[config.mk]
export PLATFORM = sky130hd
export DESIGN_NAME = arm_shifter_and_flag_alu
export DESIGN_NICKNAME = d
export VERILOG_FILES = /design/src/design/asf_pkg.sv /design/src/design/asf_shifter.sv /design/src/design/asf_alu.sv /design/src/design/arm_shifter_and_flag_alu.sv
export VERILOG_INCLUDE_DIRS = /design/src /design/src/design
export SDC_FILE = /design/constraint.sdc
export NUM_CORES = 1
export LEC_CHECK = 0
export ABC_AREA = 1
export ABC_CLOCK_PERIOD_IN_PS = 3800
export BUFFER_PORTS_ARGS = -buffer_cell sky130_fd_sc_hd__buf_2
export CAP_MARGIN = 5
export CORE_MARGIN = 2
export CORE_UTILIZATION = 45
export CTS_BUF_LIST = sky130_fd_sc_hd__clkbuf_4 sky130_fd_sc_hd__clkbuf_8
export DETAILED_ROUTE_END_ITERATION = 7
export SLEW_MARGIN = 20
export SYNTH_ARGS = -nofsm -noshare
export SYNTH_HDL_FRONTEND = slang
export SYNTH_SLANG_ARGS = --single-unit
export TNS_END_PERCENT = 1
[constraint.sdc]
create_clock -name i_clk -period 3.8 [get_ports i_clk]
set_clock_uncertainty 0.05 [all_clocks]
set_input_delay 0.57 -clock i_clk [delete_from_list [all_inputs] [get_ports i_clk]]
set_output_delay 0.57 -clock i_clk [all_outputs]
set_load 0.05 [all_outputs]
[src/design/arm_shifter_and_flag_alu_assert.svh]
// Assertion macros used by the top-level design file.
`ifndef ARM_SHIFTER_AND_FLAG_ALU_ASSERT_SVH
`define ARM_SHIFTER_AND_FLAG_ALU_ASSERT_SVH

// Same-cycle implication, disabled while reset is asserted.
`define ASF_ASSERT_IMP(label, clk, rst_n, ante, cons) \
    label: assert property (@(posedge clk) disable iff (!(rst_n)) (ante) |-> (cons)) \
        else $error("asf same-cycle check failed");

// Next-cycle implication, disabled while reset is asserted.
`define ASF_ASSERT_NXT(label, clk, rst_n, ante, cons) \
    label: assert property (@(posedge clk) disable iff (!(rst_n)) (ante) |=> (cons)) \
        else $error("asf next-cycle check failed");

`endif

[src/design/asf_pkg.sv]
package asf_pkg;

    localparam logic [2:0] MODE_LSL = 3'd0;
    localparam logic [2:0] MODE_LSR = 3'd1;
    localparam logic [2:0] MODE_ASR = 3'd2;
    localparam logic [2:0] MODE_ROR = 3'd3;
    localparam logic [2:0] MODE_RRX = 3'd4;
    localparam logic [2:0] MODE_ADD = 3'd5;
    localparam logic [2:0] MODE_SUB = 3'd6;
    localparam logic [2:0] MODE_LOG = 3'd7;

    localparam int unsigned DATA_W = 32;
    localparam logic [7:0]  AMT_WORD = 8'd32;

    typedef struct packed {
        logic [DATA_W-1:0] result;
        logic              negative;
        logic              zero;
        logic              carry_out;
        logic              overflow;
        logic              nzc_written;
        logic              v_written;
    } t_asf_result;

    typedef struct packed {
        logic [DATA_W-1:0] result;
        logic              carry;
    } t_asf_shift;

endpackage

[src/design/asf_shifter.sv]
module asf_shifter
    import asf_pkg::*;
(
    input  logic [2:0]        i_mode,
    input  logic [DATA_W-1:0] i_value,
    input  logic [7:0]        i_amount,
    input  logic              i_carry_in,
    output t_asf_shift        o_shift
);

    logic [4:0]          w_amt5;
    logic [DATA_W:0]     w_lsl;
    logic [DATA_W:0]     w_lsr;
    logic [DATA_W:0]     w_asr;
    logic [2*DATA_W-1:0] w_ror;
    logic                w_big;

    assign w_amt5 = i_amount[4:0];
    assign w_big  = (i_amount >= AMT_WORD);
    // 33-bit shifts keep the last bit shifted out next to the result
    assign w_lsl  = {1'b0, i_value} << w_amt5;
    assign w_lsr  = {i_value, 1'b0} >> w_amt5;
    assign w_asr  = $signed({i_value, 1'b0}) >>> w_amt5;
    assign w_ror  = {i_value, i_value} >> w_amt5;

    always_comb begin
        o_shift.result = i_value;
        o_shift.carry  = i_carry_in;
        if (i_mode == MODE_RRX) begin
            o_shift.result = {i_carry_in, i_value[DATA_W-1:1]};
            o_shift.carry  = i_value[0];
        end else if (i_amount != 8'd0) begin
            unique case (i_mode)
                MODE_LSL: begin
                    if (!w_big) begin
                        o_shift.result = w_lsl[DATA_W-1:0];
                        o_shift.carry  = w_lsl[DATA_W];
                    end else begin
                        o_shift.result = '0;
                        o_shift.carry  = (i_amount == AMT_WORD) ? i_value[0] : 1'b0;
                    end
                end
                MODE_LSR: begin
                    if (!w_big) begin
                        o_shift.result = w_lsr[DATA_W:1];
                        o_shift.carry  = w_lsr[0];
                    end else begin
                        o_shift.result = '0;
                        o_shift.carry  = (i_amount == AMT_WORD) ? i_value[DATA_W-1] : 1'b0;
                    end
                end
                MODE_ASR: begin
                    if (!w_big) begin
                        o_shift.result = w_asr[DATA_W:1];
                        o_shift.carry  = w_asr[0];
                    end else begin
                        o_shift.result = {DATA_W{i_value[DATA_W-1]}};
                        o_shift.carry  = i_value[DATA_W-1];
                    end
                end
                default: begin
                    // rotate by the amount mod 32; carry is the new top bit
                    o_shift.result = w_ror[DATA_W-1:0];
                    o_shift.carry  = w_ror[DATA_W-1];
                end
            endcase
        end
    end

endmodule

[src/design/asf_alu.sv]
module asf_alu
    import asf_pkg::*;
(
    input  logic [2:0]        i_mode,
    input  logic [DATA_W-1:0] i_operand_a,
    input  logic [DATA_W-1:0] i_operand_b,
    input  logic              i_carry_in,
    input  logic              i_update_flags,
    input  t_asf_shift        i_shift,
    output t_asf_result       o_res
);

    logic [DATA_W-1:0] w_bb;
    logic [DATA_W:0]   w_sum;

    assign w_bb  = (i_mode == MODE_SUB) ? ~i_operand_b : i_operand_b;
    assign w_sum = {1'b0, i_operand_a} + {1'b0, w_bb} + {{DATA_W{1'b0}}, i_carry_in};

    always_comb begin
        o_res = '0;
        unique case (i_mode)
            MODE_ADD, MODE_SUB: begin
                o_res.result = w_sum[DATA_W-1:0];
                if (i_update_flags) begin
                    o_res.nzc_written = 1'b1;
                    o_res.v_written   = 1'b1;
                    o_res.negative    = w_sum[DATA_W-1];
                    o_res.zero        = (w_sum[DATA_W-1:0] == '0);
                    o_res.carry_out   = w_sum[DATA_W];
                    o_res.overflow    = ~(i_operand_a[DATA_W-1] ^ w_bb[DATA_W-1])
                                      & (i_operand_a[DATA_W-1] ^ w_sum[DATA_W-1]);
                end
            end
            MODE_LOG: begin
                o_res.result = i_operand_a;
                if (i_update_flags) begin
                    o_res.nzc_written = 1'b1;
                    o_res.negative    = i_operand_a[DATA_W-1];
                    o_res.zero        = (i_operand_a == '0);
                    o_res.carry_out   = i_carry_in;
                end
            end
            default: begin
                o_res.result    = i_shift.result;
                o_res.carry_out = i_shift.carry;
            end
        endcase
    end

endmodule

[src/design/arm_shifter_and_flag_alu.sv]
// Channel   Handshake            Payload
// input     i_valid / o_stall    i_mode i_operand_a i_operand_b i_shift_amount
//                                i_carry_in i_update_flags
// output    o_valid / i_stall    o_result o_negative o_zero o_carry_out
//                                o_overflow o_nzc_written o_v_written
//
// One transaction per cycle while i_stall is low; each passes from the input
// register to the result register, with the shifter and adder between them.
// Synchronous active-low reset clears both valid bits only.
// A stall on the output holds the result register and backs up into the input
// register; o_stall rises only when both registers are full.
`include "arm_shifter_and_flag_alu_assert.svh"

module arm_shifter_and_flag_alu
    import asf_pkg::*;
(
    input  logic              i_clk,
    input  logic              i_rst_n,
    input  logic              i_valid,
    output logic              o_stall,
    input  logic [2:0]        i_mode,
    input  logic [DATA_W-1:0] i_operand_a,
    input  logic [DATA_W-1:0] i_operand_b,
    input  logic [7:0]        i_shift_amount,
    input  logic              i_carry_in,
    input  logic              i_update_flags,
    output logic              o_valid,
    input  logic              i_stall,
    output logic [DATA_W-1:0] o_result,
    output logic              o_negative,
    output logic              o_zero,
    output logic              o_carry_out,
    output logic              o_overflow,
    output logic              o_nzc_written,
    output logic              o_v_written
);

    logic              r_in_valid;
    logic [2:0]        r_mode;
    logic [DATA_W-1:0] r_operand_a;
    logic [DATA_W-1:0] r_operand_b;
    logic [7:0]        r_shift_amount;
    logic              r_carry_in;
    logic              r_update_flags;
    logic              r_out_valid;
    t_asf_result       r_out;

    logic              w_out_block;
    logic              w_in_move;
    logic              w_in_acc;
    t_asf_shift        w_shift;
    t_asf_result       w_res;

    assign w_out_block = r_out_valid && i_stall;
    assign w_in_move   = r_in_valid && !w_out_block;
    assign o_stall     = r_in_valid && w_out_block;
    assign w_in_acc    = i_valid && !o_stall;

    always_ff @(posedge i_clk) begin
        if (!i_rst_n) begin
            r_in_valid <= 1'b0;
        end else if (w_in_acc) begin
            r_in_valid <= 1'b1;
        end else if (w_in_move) begin
            r_in_valid <= 1'b0;
        end
    end

    always_ff @(posedge i_clk) begin
        if (w_in_acc) begin
            r_mode         <= i_mode;
            r_operand_a    <= i_operand_a;
            r_operand_b    <= i_operand_b;
            r_shift_amount <= i_shift_amount;
            r_carry_in     <= i_carry_in;
            r_update_flags <= i_update_flags;
        end
    end

    asf_shifter u_shifter (
        .i_mode     (r_mode),
        .i_value    (r_operand_a),
        .i_amount   (r_shift_amount),
        .i_carry_in (r_carry_in),
        .o_shift    (w_shift)
    );

    asf_alu u_alu (
        .i_mode         (r_mode),
        .i_operand_a    (r_operand_a),
        .i_operand_b    (r_operand_b),
        .i_carry_in     (r_carry_in),
        .i_update_flags (r_update_flags),
        .i_shift        (w_shift),
        .o_res          (w_res)
    );

    always_ff @(posedge i_clk) begin
        if (!i_rst_n) begin
            r_out_valid <= 1'b0;
        end else if (w_in_move) begin
            r_out_valid <= 1'b1;
        end else if (!i_stall) begin
            // drop the result once taken
            r_out_valid <= 1'b0;
        end
    end

    always_ff @(posedge i_clk) begin
        if (w_in_move) begin
            r_out <= w_res;
        end
    end

    assign o_valid       = r_out_valid;
    assign o_result      = r_out.result;
    assign o_negative    = r_out.negative;
    assign o_zero        = r_out.zero;
    assign o_carry_out   = r_out.carry_out;
    assign o_overflow    = r_out.overflow;
    assign o_nzc_written = r_out.nzc_written;
    assign o_v_written   = r_out.v_written;

    `ASF_ASSERT_IMP(a_v_needs_nzc, i_clk, i_rst_n, o_valid && o_v_written, o_nzc_written)
    `ASF_ASSERT_IMP(a_no_flags_clear, i_clk, i_rst_n, o_valid && !o_nzc_written,
                    !o_negative && !o_zero && !o_overflow)
    `ASF_ASSERT_NXT(a_move_fills_out, i_clk, i_rst_n, w_in_move, r_out_valid)
    `ASF_ASSERT_IMP(a_stall_when_full, i_clk, i_rst_n, o_stall, r_in_valid && r_out_valid)

endmodule
==> qor.yml, run 1 <==
run_status:
  outcome: "finished, final reports clean"
placed_design:
  post-place-ws_ns: 0.3077
  dpl-instance-area_um2: 12810
  place_congestion: 1.068
  portBuffers: 120
  dp_hpwl_um: 40680
  dp_cells: 2242
setup_path:
  end_kind: "flop"
  cp-start-kind: "flop"
  path_class: "flop to flop"
  startpoint: "r_mode[0]"
  crit_family: "simple AND/OR/NAND/NOR gates"
  worstReg2RegStart: "r_mode[0]"
  worstPathCellList: "inv_2 -> nand3_2 -> buf_12 -> xnor2_1 -> ha_1 -> nand2_1 -> nor2_1 -> nand3_1 -> nand2_1 -> nand2_1 -> nand2_1 -> a21oi_1 -> xnor2_1 -> nand2_1 -> o21ai_0 -> o21bai_1"
  critPathBufInv: 2
  crit_arrival_ns: 3.75
  crit_path_frequent_cell: "nand2_1"
  timing.critical_path.fanout_max: 31
  cp_slowest_cell: "nor2_1"
  slowest_delay_ns: 0.44
  required_ns: 3.96
floorplan:
  ioPinCount: 121
  dieHeight_um: 164.7
  die-area_um2: 27140
  die_w_um: 164.7
  rows: 58
  initial_utilization: 0.4604
  core_um2: 25250
sta:
  max_clock_freq_mhz: 278.6
  post-route-period-util: 0.9447
  tns_ns: 0
  worst_slack_ns: 0.2102
  holdWs_ns: 0.2187
  slew_headroom: 0.3302
  tightestPinTransition_ns: 1.001
  rsz0062_at_grt: "no"
  finalMaxSlewViolations: 0
  setup_viol: 0
  period_needed_ns: 3.590
  hold_violations: 0
yosys:
  synthCells: 1815
  synth_top_area_share: 0.2970
  synth_ff_type: "edfxtp_1"
  seq_area_frac_synth: 0.3005
  synth_edf_count: 115
  synth_area_um2: 11630
  synth_top_area_cell: "edfxtp_1"
  postSynthAreaPerCell_um2: 6.406
  synthArstFlopShare: 0
  synth_fp_nets: 1929
  synth_warnings: 0
  synth_seq_cells: 117
  synthDistinctLibCells: 46
  synthTopCellsByArea: "edfxtp_1 (30%), nand2_1 (20%), o21ai_0 (7.2%)"
power:
  p_seq_frac: 0.337
  power_mw: 4.769
  pwr-share-comb: 0.393
  leakage_nw: 6.174
  p_switching_mw: 2.017
  clock_power_share: 0.270
  max-vdd-ir-drop_v: 0.0002491
  p_per_area_nw_per_um2: 360.4
  internal_power_mw: 2.751
  p_sw_frac: 0.4230
clock_network:
  cts-buffers-inserted: 17
  cts_tree: "built"
  cts_setup_buffers: 0
  h-tree-depth: 4
  cts_max_path_buffers: 2
  cts.sinks: 117
  root_buffer: "clkbuf_8"
  clk_latency_ns: 0.47
  path_clk_slew_ns: 0.10
flow_run:
  maxCapViolations: 0
global_routing:
  gr-total-overflow: 0
  antenna_found_initial: 1
  grtUsageTotal: 0.3748
  grt_max_degree: 77
  grt_first_pass_wirelength_um: 74690
  grt_pass1_vias: 12120
hold_path:
  hold_path.class: "input pin to flop"
  hold_path.startpoint: "i_operand_a[2]"
cells_and_area:
  synthToLayoutAreaGrowth_pct: 13.81
  stdcell_area_um2: 13230
  nFillCells: 2659
  final_util: 0.5239
  regArea_um2: 3493
  fin_cells: 2275
  drive_above_1_share: 0.1229
  multi_input_area_um2: 7101
  fin_nets: 2045
routing:
  postRouteWirelength_um: 51050
  firstDrtPassIters: 7
  ant_nets: 0
  wl_per_cell_um: 22.44
  via_per_inst: 5.939
  vias: 13510
  route.detailed.drc: 0
  drt_iter0_drc: 1879
final timing paths:
kind / to / slack [ns] / cells past startpoint
worst min-delay path: r_operand_a[2] / 0.22 / 1
worst min register to register: o_valid / 0.48 / 2
worst max-delay path: o_result[23] / 0.21 / 16
worst max register to register: o_result[23] / 0.21 / 16
layer usage:
metal | part of all wire | vias up | track usage
li1 | - | 6330 | -
met1 | 0.43 | 6167 | 0.5489
met2 | 0.41 | 897 | 0.5262
met3 | 0.13 | 118 | 0.08714
met4 | 0.042 | 0 | 0.1538
met5 | 0 | - | 0
registers in the layout, summed over array words and instances, names as in the netlist:
name / count
o_carry_out: 1
o_negative: 1
o_nzc_written: 1
o_overflow: 1
o_result: 32
o_v_written: 1
o_valid: 1
o_zero: 1
r_carry_in: 1
r_in_valid: 1
r_mode: 3
r_operand_a: 32
r_operand_b: 32
r_shift_amount: 8
r_update_flags: 1
cells in the mapped netlist (3+ instances only):
library cell and number:
or2_1 8, o211ai_1 24, inv_1 163, buf_1 19, a21o_1 7, buf_6 3, o21a_1 8, buf_4 6
o21ai_0 168, xor2_1 7, edfxtp_1 115, nand4_1 24, clkbuf_1 39, o21bai_1 9, nor3_1 7, nor2_1 107
nor2_2 3, xnor2_1 35, mux2i_1 18, nor4_1 13, o2111ai_1 5, inv_2 14, nand3b_1 6, buf_2 16
nand3_1 75, a31oi_1 5, a21oi_1 119, o21ai_1 101, ha_1 31, nand2_1 620, o22ai_1 17
power groups by stage:
stage          sequential, mW  combinational [mW]  clock (mW)
5_1_grt                  1.61                2.03        1.33
6_report                 1.61                1.87        1.29
4_1_cts                  1.61                1.81        1.29
2_1_floorplan            1.71                1.11           0
3_5_place_dp             1.63                1.80           0
3_3_place_gp             1.63                1.80           0
final cells by class:
type,instances,share of cell area
inverters,179,0.05087
clock buffers,18,0.01872
repair buffers,180,0.08511
flip-flops and latches,117,0.2640
diodes,1,0.0001891
multi-input cells,1436,0.5366
clock inverters,14,0.01324
well taps,330,0.03121
cell families (layout without fill, tap and decap cells):
family | after synthesis | in the layout | synth area share
AO/OA/AOI/OAI | 470 | 470 | 0.2188
XOR/XNOR | 42 | 42 | 0.03164
adder cells (fa/ha/maj) | 33 | 33 | 0.03681
buffers and inverters | 262 | 391 | 0.09019
flip-flops | 117 | 117 | 0.3005
multiplexers | 18 | 18 | 0.01550
other | 0 | 1 | 0
AND/OR/NAND/NOR | 873 | 873 | 0.3066
cell usage in the layout (no fill, tap or decap), types with 8 or more instances in the layout:
master / instances
xnor2_1: 35
o22ai_1: 17
o21a_1: 8
nor4_1: 13
mux2i_1: 18
o21ai_0: 167
nand3_1: 74
o21bai_1: 9
edfxtp_1: 115
clkbuf_8: 18
nand4_1: 24
or2_1: 8
inv_2: 14
buf_2: 120
a21oi_1: 118
nor2_1: 107
ha_1: 31
buf_4: 54
o211ai_1: 24
nand2_1: 620
inv_1: 162
o21ai_1: 102
repair_timing:
item | in CTS | in global routing
endpoints found under the setup margin | 0 | 1
hold endpoints to repair | 0 | 0
resized for setup | 0 | 1
hold buffers | 0 | 0
No activity file was read; power rests on OpenSTA's default activity.
==> run 2: changes to the inputs <==
CORE_ASPECT_RATIO = 0.8   (was default)
==> run 2 against run 1 <==
Critical path depth did not move. Sequential cell count did not move. First-iteration DRC count fell by 1.6%. Core utilization fell by 0.41 points. Register-to-register slack got worse by 0.06 ns. Clock power fell by 9%. Non-clock buffer count rose by 5.
==> qor.yml, run 2 (synthesized netlist as in run 1, its figures left out) <==
setup_path:
  timing.critical_path.fanout_max: 21
  end_kind: "flop"
  startpoint: "r_mode[0]"
  cp-start-kind: "flop"
  required_ns: 4.06
  crit_arrival_ns: 3.91
  path_class: "flop to flop"
  rrSetupSlack_ns: 0.15
  worstReg2RegStart: "r_mode[0]"
routing:
  postRouteWirelength_um: 52100
  ant_nets: 0
  wl_per_cell_um: 22.91
  via_per_inst: 5.970
  route.detailed.drc: 0
  firstDrtPassIters: 8
  drt_iter0_drc: 1848
  vias: 13580
sta:
  slew_headroom: 0.3737
  max_clock_freq_mhz: 274.3
  post-route-period-util: 0.9595
  finalMaxSlewViolations: 0
  hold_violations: 0
  tightestPinTransition_ns: 0.9360
  tns_ns: 0
  setup_viol: 0
  rsz0062_at_grt: "no"
  period_needed_ns: 3.646
placed_design:
  dp_hpwl_um: 41590
  portBuffers: 120
  place_congestion: 1.044
run_status:
  outcome: "finished, final reports clean"
clock_network:
  clk_latency_ns: 0.48
  cts_setup_buffers: 0
  cts_max_path_buffers: 2
  h-tree-depth: 4
  cts_tree: "built"
  cts.sinks: 117
  cts-buffers-inserted: 17
  root_buffer: "clkbuf_8"
  path_clk_slew_ns: 0.09
cells_and_area:
  layout_commonest_cell: "nand2_1"
  fin_nets: 2050
  final_cell_mix: "nand2_1 (620), o21ai_0 (167), inv_1 (162), buf_2 (120), a21oi_1 (118)"
  drive_above_1_share: 0.1242
  synthToLayoutAreaGrowth_pct: 13.46
  regArea_um2: 3493
  nFillCells: 2659
  multi_input_area_um2: 7101
  final_util: 0.5199
global_routing:
  grtUsageMet2: 0.5045
  grt_max_degree: 78
  grtUsageTotal: 0.3804
  antenna_found_initial: 2
  grt_util_met1: 0.5647
  met3_usage: 0.1569
  grt_pass1_vias: 11910
  gr-total-overflow: 0
  grt-busiest-layer: "met1"
  grt_first_pass_wirelength_um: 75510
power:
  p_per_area_nw_per_um2: 354.5
  max-vdd-ir-drop_v: 0.0003188
  leakage_nw: 6.157
flow_run:
  maxCapViolations: 0
hold_path:
  hold_path.class: "input pin to flop"
  hold_path.startpoint: "i_shift_amount[1]"
floorplan:
  die_w_um: 183.7
  initial_utilization: 0.4582
  ioPinCount: 121
  rows: 52
  die-area_um2: 27150
  core_um2: 25370
  dieHeight_um: 147.8
-- run 2: power breakdown --
part,internal [mW],total (mW),switching [mW]
sequential,1.53,1.61,0.0802
clock,0.581,1.17,0.594
combinational,0.551,1.89,1.34
-- run 2: cell type report --
| type | count | area share |
|---|---|---|
| antenna | 1 | 0.0001897 |
| inverter | 179 | 0.05103 |
| timing repair buffer | 185 | 0.08631 |
| tap | 324 | 0.03073 |
| clock buffer | 18 | 0.01831 |
| sequential | 117 | 0.2648 |
| multi-input combinational | 1436 | 0.5383 |
| clock inverter | 14 | 0.01034 |
-- run 2: path summary, 6_finish.rpt --
check / endpoint / cells past startpoint
min: r_shift_amount[1] / 1
min reg2reg: o_valid / 2
max: o_negative / 16
max reg2reg: o_negative / 16
-- run 2: routing by layer --
metal,up-vias,share of wire
met5,-,0
met4,0,0.023
met3,81,0.15
met2,892,0.38
met1,6254,0.44
li1,6348,-
-- run 2: critical path: stages, from the launching register on --
cell and delay, ns:
edfxtp_1 0.43, inv_2 0.13, nand3_2 0.24, buf_12 0.27
xnor2_1 0.14, ha_1 0.38, nand2_1 0.17, nor2_1 0.40
nand3_1 0.13, nand2_1 0.22, nand4_1 0.14, nand2_1 0.11
xor2_1 0.29, nand2_1 0.10, o21ai_0 0.09, inv_1 0.08
a21oi_1 0.12
-- run 2: repair_timing --
action / in CTS / in global routing
hold buffers: 0 / 0
setup endpoints to repair: 0 / 1
gates resized for setup: 0 / 1
-- run 2: through the flow --
stage,worst slack [ns],std cells,power [mW],cell area [µm²],hold slack (ns)
floorplan,0.5970,1815,2.815,11630,0.4025
global placement,0.3207,2241,3.444,12810,0.4642
detailed placement,0.2716,2241,3.447,12810,0.4808
CTS,0.2402,2273,4.619,13190,0.1856
global route,0.01593,2273,4.881,13190,0.1880
finish,0.1539,2274,4.676,13190,0.2092
